<file path="config.mk">
export PLATFORM = sky130hd
export DESIGN_NAME = sorted_table_binary_search_top
export DESIGN_NICKNAME = d
export VERILOG_FILES = /design/src/hw/rtl/stbs_pkg.sv /design/src/hw/rtl/sorted_table_binary_search_top.sv
export VERILOG_INCLUDE_DIRS = /design/src /design/src/hw/rtl
export SDC_FILE = /design/constraint.sdc
export NUM_CORES = 2
export LEC_CHECK = 0
export BUFFER_PORTS_ARGS = -buffer_cell sky130_fd_sc_hd__buf_2
export CORE_ASPECT_RATIO = 0.6
export CORE_MARGIN = 3
export CORE_UTILIZATION = 57
export CTS_CLUSTER_DIAMETER = 30
export DETAILED_ROUTE_END_ITERATION = 12
export PLACE_DENSITY = 0.73
export SLEW_MARGIN = 10
export SYNTH_ARGS = -nofsm -noshare
export SYNTH_HDL_FRONTEND = slang
export SYNTH_SLANG_ARGS = --single-unit
</file>
<file path="constraint.sdc">
create_clock -name clk_i -period 16.8 [get_ports clk_i]
set_input_delay 3.36 -clock clk_i [delete_from_list [all_inputs] [get_ports clk_i]]
set_output_delay 3.36 -clock clk_i [all_outputs]
set_load 0.05 [all_outputs]
</file>
<file path="src/hw/rtl/sorted_table_binary_search_top_defines.svh">
// Assertion macros for the sorted table search block.
// Used by sorted_table_binary_search_top.sv; expects clk_i and rst_ni in scope.
`ifndef SORTED_TABLE_BINARY_SEARCH_TOP_DEFINES_SVH
`define SORTED_TABLE_BINARY_SEARCH_TOP_DEFINES_SVH

// Property that must hold at every clock edge outside reset.
`define STBS_ASSERT(lbl, prop, msg) \
  lbl: assert property (@(posedge clk_i) disable iff (!rst_ni) (prop)) else $error(msg);

// Antecedent in one cycle implies consequent in the next.
`define STBS_ASSERT_NEXT(lbl, ante, cons, msg) \
  lbl: assert property (@(posedge clk_i) disable iff (!rst_ni) (ante) |=> (cons)) \
    else $error(msg);

`endif

</file>
<file path="src/hw/rtl/stbs_pkg.sv">
// Shared types and constants for the sorted table search block.
// No dependencies.
`timescale 1ns / 1ps

package stbs_pkg;

  localparam int DEF_TABLE_DEPTH = 64;
  localparam int CFG_W           = 7;
  localparam int IDX_W           = 6;
  localparam int DATA_W          = 32;

  localparam logic KIND_WRITE  = 1'b0;
  localparam logic KIND_SEARCH = 1'b1;

  typedef enum logic {
    ST_IDLE,
    ST_PROBE
  } stbs_state_e;

endpackage

</file>
<file path="src/hw/rtl/sorted_table_binary_search_top.sv">
// Write: a new transaction may follow in the next cycle; no result.
// Search: one probe per cycle, up to floor(log2(TABLE_DEPTH))+1 probes (7 at 64),
// each probe evaluated on the table memory's registered read data.
// found_o/done_o strobe after the last probe; an empty range answers next cycle.
// busy stays high while probing.
// Reset clears control and the entry count; table contents are undefined until written.
// Top level of the sorted table search block: table memory and probe sequencer.
// Depends on stbs_pkg and sorted_table_binary_search_top_defines.svh.
`timescale 1ns / 1ps
`include "sorted_table_binary_search_top_defines.svh"

module sorted_table_binary_search_top
  import stbs_pkg::*;
#(
  parameter int TABLE_DEPTH = DEF_TABLE_DEPTH
) (
  input  logic                     clk_i,
  input  logic                     rst_ni,
  input  logic                     start,
  output logic                     busy,
  input  logic                     kind_i,
  input  logic [IDX_W-1:0]         entry_index_i,
  input  logic signed [DATA_W-1:0] item_value_i,
  input  logic                     cfg_we_i,
  input  logic [CFG_W-1:0]         cfg_wdata_i,
  output logic                     done_o,
  output logic                     found_o
);

  localparam int AW = (TABLE_DEPTH > 1) ? $clog2(TABLE_DEPTH) : 1;
  localparam int CW = $clog2(TABLE_DEPTH + 1);
  localparam int SW = (CW > CFG_W) ? CW : CFG_W;

  stbs_state_e state_q, state_d;

  logic [CFG_W-1:0]         cfg_q;
  logic [CW-1:0]            lo_q, lo_d, hi_q, hi_d;
  logic [AW-1:0]            mid_q, mid_d;
  logic signed [DATA_W-1:0] key_q, key_d;
  logic                     done_q, done_d, found_q, found_d;

  logic signed [DATA_W-1:0] mem [TABLE_DEPTH];
  logic signed [DATA_W-1:0] rdata_q;
  logic                     rd_en, wr_en;
  logic [AW-1:0]            rd_addr, wr_addr;

  logic                     accept, search_acc, idx_ok;
  logic [CW-1:0]            hi_sat;
  logic                     probe_hit, key_lt, more;
  logic [CW-1:0]            nlo, nhi;
  logic                     mid_in_range, probe_start, search_live;

  function automatic logic [AW-1:0] mid_of(input logic [CW-1:0] a, input logic [CW-1:0] b);
    logic [CW:0] sum;
    sum = {1'b0, a} + {1'b0, b};
    return AW'(sum >> 1);
  endfunction

  assign busy       = (state_q != ST_IDLE);
  assign accept     = start && !busy;
  assign search_acc = accept && (kind_i == KIND_SEARCH);
  assign idx_ok     = 32'(entry_index_i) < 32'(TABLE_DEPTH);
  assign hi_sat     = (SW'(cfg_q) > SW'(TABLE_DEPTH)) ? CW'(TABLE_DEPTH) : CW'(cfg_q);

  // probe evaluation on the registered read data
  assign probe_hit = (rdata_q == key_q);
  assign key_lt    = (key_q < rdata_q);
  assign nlo       = key_lt ? lo_q : CW'(mid_q) + CW'(1);
  assign nhi       = key_lt ? CW'(mid_q) : hi_q;
  assign more      = (nlo < nhi);

  // next state
  always_comb begin
    state_d = state_q;
    case (state_q)
      ST_IDLE: begin
        if (search_acc && (hi_sat != '0)) state_d = ST_PROBE;
      end
      ST_PROBE: begin
        if (probe_hit || !more) state_d = ST_IDLE;
      end
      default: state_d = ST_IDLE;
    endcase
  end

  // datapath and memory controls
  always_comb begin
    lo_d    = lo_q;
    hi_d    = hi_q;
    mid_d   = mid_q;
    key_d   = key_q;
    done_d  = 1'b0;
    found_d = 1'b0;
    rd_en   = 1'b0;
    rd_addr = mid_of(nlo, nhi);
    wr_en   = 1'b0;
    wr_addr = AW'(entry_index_i);
    case (state_q)
      ST_IDLE: begin
        if (accept && (kind_i == KIND_WRITE)) begin
          wr_en = idx_ok;
        end else if (search_acc) begin
          key_d = item_value_i;
          if (hi_sat == '0) begin
            done_d = 1'b1;
          end else begin
            lo_d    = '0;
            hi_d    = hi_sat;
            rd_addr = mid_of('0, hi_sat);
            mid_d   = rd_addr;
            rd_en   = 1'b1;
          end
        end
      end
      ST_PROBE: begin
        if (probe_hit) begin
          done_d  = 1'b1;
          found_d = 1'b1;
        end else if (more) begin
          lo_d    = nlo;
          hi_d    = nhi;
          mid_d   = rd_addr;
          rd_en   = 1'b1;
        end else begin
          done_d = 1'b1;
        end
      end
      default: ;
    endcase
  end

  // table memory, registered read
  always_ff @(posedge clk_i) begin
    if (wr_en) mem[wr_addr] <= item_value_i;
  end

  always_ff @(posedge clk_i) begin
    if (rd_en) rdata_q <= mem[rd_addr];
  end

  always_ff @(posedge clk_i or negedge rst_ni) begin
    if (!rst_ni) begin
      state_q <= ST_IDLE;
      cfg_q   <= '0;
      done_q  <= 1'b0;
      found_q <= 1'b0;
    end else begin
      state_q <= state_d;
      done_q  <= done_d;
      found_q <= found_d;
      if (cfg_we_i) cfg_q <= cfg_wdata_i;
    end
  end

  always_ff @(posedge clk_i) begin
    lo_q  <= lo_d;
    hi_q  <= hi_d;
    mid_q <= mid_d;
    key_q <= key_d;
  end

  assign done_o  = done_q;
  assign found_o = found_q;

  assign mid_in_range = (CW'(mid_q) >= lo_q) && (CW'(mid_q) < hi_q);
  assign probe_start  = search_acc && (hi_sat != '0);
  assign search_live  = (state_q == ST_PROBE) || search_acc;

  `STBS_ASSERT(a_probe_range, (state_q != ST_PROBE) || (lo_q < hi_q), "probe with empty range")
  `STBS_ASSERT(a_probe_mid, (state_q != ST_PROBE) || mid_in_range, "probe address outside range")
  `STBS_ASSERT_NEXT(a_search_start, probe_start, state_q == ST_PROBE, "search did not probe")
  `STBS_ASSERT_NEXT(a_done_source, !search_live, !done_q, "result without a search")

endmodule

</file>
==> impl_metrics.toml <==
[status]
status = "completed"

[run]
maxCapViolCount = 0

[worst_setup_path]
endpoint_kind = "flop"
crit_fanout = 33
required_ns = 17.48
crit_arrival_ns = 8.98
start_kind = "flop"
worstSetupPathType = "reg2reg"

[global_route]
overflow = 0
grt_use_total_pct = 30.0
antenna_found_initial = 15
grt_pass1_vias = 52590
grt_pass1_wl_um = 346000
grt_max_degree = 191

[synthesis]
synth_top_area_cell = "edfxtp_1"
yosysUniqueCellTypes = 62
yosysMostFrequentCell = "edfxtp_1"
yosysWarningCount = 0
synthTopCellsByArea = "edfxtp_1 75%, nand2_1 9.2%, nand3_1 6.1%, a21oi_1 3.1%, clkbuf_1 1.4%"
synth_common_cells = "2,132 x edfxtp_1, 2,088 x nand2_1, 1,034 x nand3_1"
synthCells = 6749
async_flop_share_pct = 0.467
yosysSeqAreaShare_pct = 75.2
netlist.area_leader.share_pct = 74.9
synth_seq_cells = 2142
synth_nets = 6844
syn_area_um2 = 85500
synth_edf_count = 2132
syn_area_per_cell_um2 = 12.7
synth_flop_cell = "edfxtp_1"

[drt]
routed_wirelength_um = 238000
num_vias = 56511
drtIter0Drc = 8876
drc_errors = 0
dr.pass1.iters = 6
wl_per_cell_um = 26.5
antenna_left = 0
vias_per_cell = 6.31

[final_layout]
nets = 6838
instances_no_fill = 8957
drive_gt1_share_pct = 9.62
areaGrowthSynthToFinish_pct = 12.7

[sta]
finalHoldViolCount = 0
finalSetupViolCount = 0
slew_headroom_pct = 13.6
clock.fmax_ghz = 0.120
maxSlewViolCount = 0
finalWorstSetupSlack_ns = 8.49
finClkSkew_ns = 0.0265
grt_setup_unrepaired = "false"
worst_pin_slew_ns = 1.30
min_period_over_period_pct = 49.4
period_needed_ns = 8.31
totalNegativeSetupSlack_ns = 0

[cts]
holdBufCountCts = 0
postCtsResizedCells = 0
cts_tree = "done"
h-tree-depth = 4
cts_buffers = 229
path_clk_slew_ns = 0.07
post_cts_buffers = 0
clock-sinks = 2142
cts_max_path_buffers = 3
clk_latency_ns = 0.85
cts_root_buf = "clkbuf_16"

[placement]
portBuffers = 52
dp.cells = 8506
routabilityCongestion = 0.838
hpwl_um = 119000
pre_cts_slack_ns = 7.99

[floorplan]
die_h_um = 306
dieArea_um2 = 155000
rows = 109
die_w_um = 506
pin_count = 53
initial_core_util_pct = 57.7
coreArea_um2 = 148000

[hold_path]
worstHoldPathType = "reg2reg"
logic make-up (layout without fill, tap and decap cells):
family / count (synthesis) / after routing / synth area share, %
adders and majority gates: 45 / 45 / 0.658
buffers and inverters: 470 / 664 / 2.21
other: 0 / 16 / 0
muxes: 115 / 115 / 1.37
and+or+nand+nor: 3381 / 3381 / 16.9
xor gates and xnor gates: 8 / 8 / 0.0819
AOI/OAI and AO/OA: 588 / 588 / 3.60
DFF: 2142 / 2142 / 75.2
area by class of cell:
class / count / area [um2]
repair buffers: 182 / 1410
inverters: 51 / 191
multi-input cells: 4137 / 20000
well taps: 1998 / 2500
diodes: 16 / 40.0
fillers: 10394 / 51700
flip-flops and latches: 2142 / 64300
clock inverters: 181 / 2130
clock buffers: 250 / 5850
cells in the final DEF, fill, tap and decap left out, types with 6 or more instances in the layout:
master      synthesis  final
nand2_1          2088   2088
mux2_2             14     13
inv_8               0      7
clkbuf_16           0    231
inv_6               0     28
nor3_1              8      8
o21ai_0            20     20
clkinv_1            1     28
clkinvlp_4          0     23
buf_4               0    117
nor2_4              0     64
dfrtp_1            10     10
edfxtp_1         2132   2132
clkinv_8            0      8
bufinv_16           0     31
buf_12              0     14
buf_2              82     51
ha_1               45     45
a21oi_1           530    530
clkbuf_1          308     19
clkinv_2            0     28
and2_1              6      6
nand3_1          1034   1034
clkinv_4            0     24
diode_2             0     16
inv_1              50     50
nor2_1             82     18
nor4_1            129    129
mux2i_1           100     99
nand2b_1            6      6
worst max-delay path: stages (launching register included):
cell       delay, ns
edfxtp_1        0.44
inv_1           0.14
ha_1            0.26
nand4_1         0.20
nor2_1          0.06
a221oi_1        0.87
a31o_1          0.32
o2bb2ai_2       0.15
buf_4           0.32
mux2_2          0.40
ha_1            0.29
inv_1           0.06
ha_1            0.19
o21a_1          0.18
o21ai_0         0.17
nand2b_1        0.13
o311ai_1        0.37
buf_4           0.25
a2bb2oi_4       0.15
buf_4           0.56
buf_4           0.69
buf_4           0.58
a21oi_1         0.14
nor4_1          0.59
mux2i_1         0.33
mux2i_1         0.21
layer usage:
layer	share of wire, %	vias up	global-route usage, %
met5	0.017	-	0
met4	3.0	8	9.64
met3	15	511	7.82
met2	43	3941	43.2
met1	39	27647	45.2
li1	-	24404	-
through the flow:
step / hold WS (ns) / util (%) / instance area [um2]
2_1_floorplan: 0.504 / - / 85500
3_3_place_gp: 0.551 / 59.6 / 88300
3_5_place_dp: 0.565 / 59.6 / 88300
4_1_cts: 0.577 / 65.0 / 96200
5_1_grt: 0.597 / 65.0 / 96300
6_report: 0.577 / 65.1 / 96400
path summary, 6_finish.rpt:
kind,start,end,slack [ns],cells past startpoint
setup / recovery,rdata_q[9],rdata_q[26],8.49,25
hold reg to reg,cfg_q[0],cfg_q[0],0.58,1
min in group asynchronous,rst_ni,cfg_q[3],2.38,1
hold / removal,cfg_q[0],cfg_q[0],0.58,1
setup reg to reg,rdata_q[9],rdata_q[26],8.49,25
max in group asynchronous,rst_ni,done_o,14.21,1
sequential cells by signal, indices dropped and copies added (netlist names):
name,count
busy,1
cfg_q,7
done_o,1
found_o,1
hi_q,7
key_q,32
lo_q,7
mem,2048
mid_q,6
rdata_q,32
Power is not shown: default switching activity piles up to over one toggle a cycle in this logic, so the estimate is an artifact.
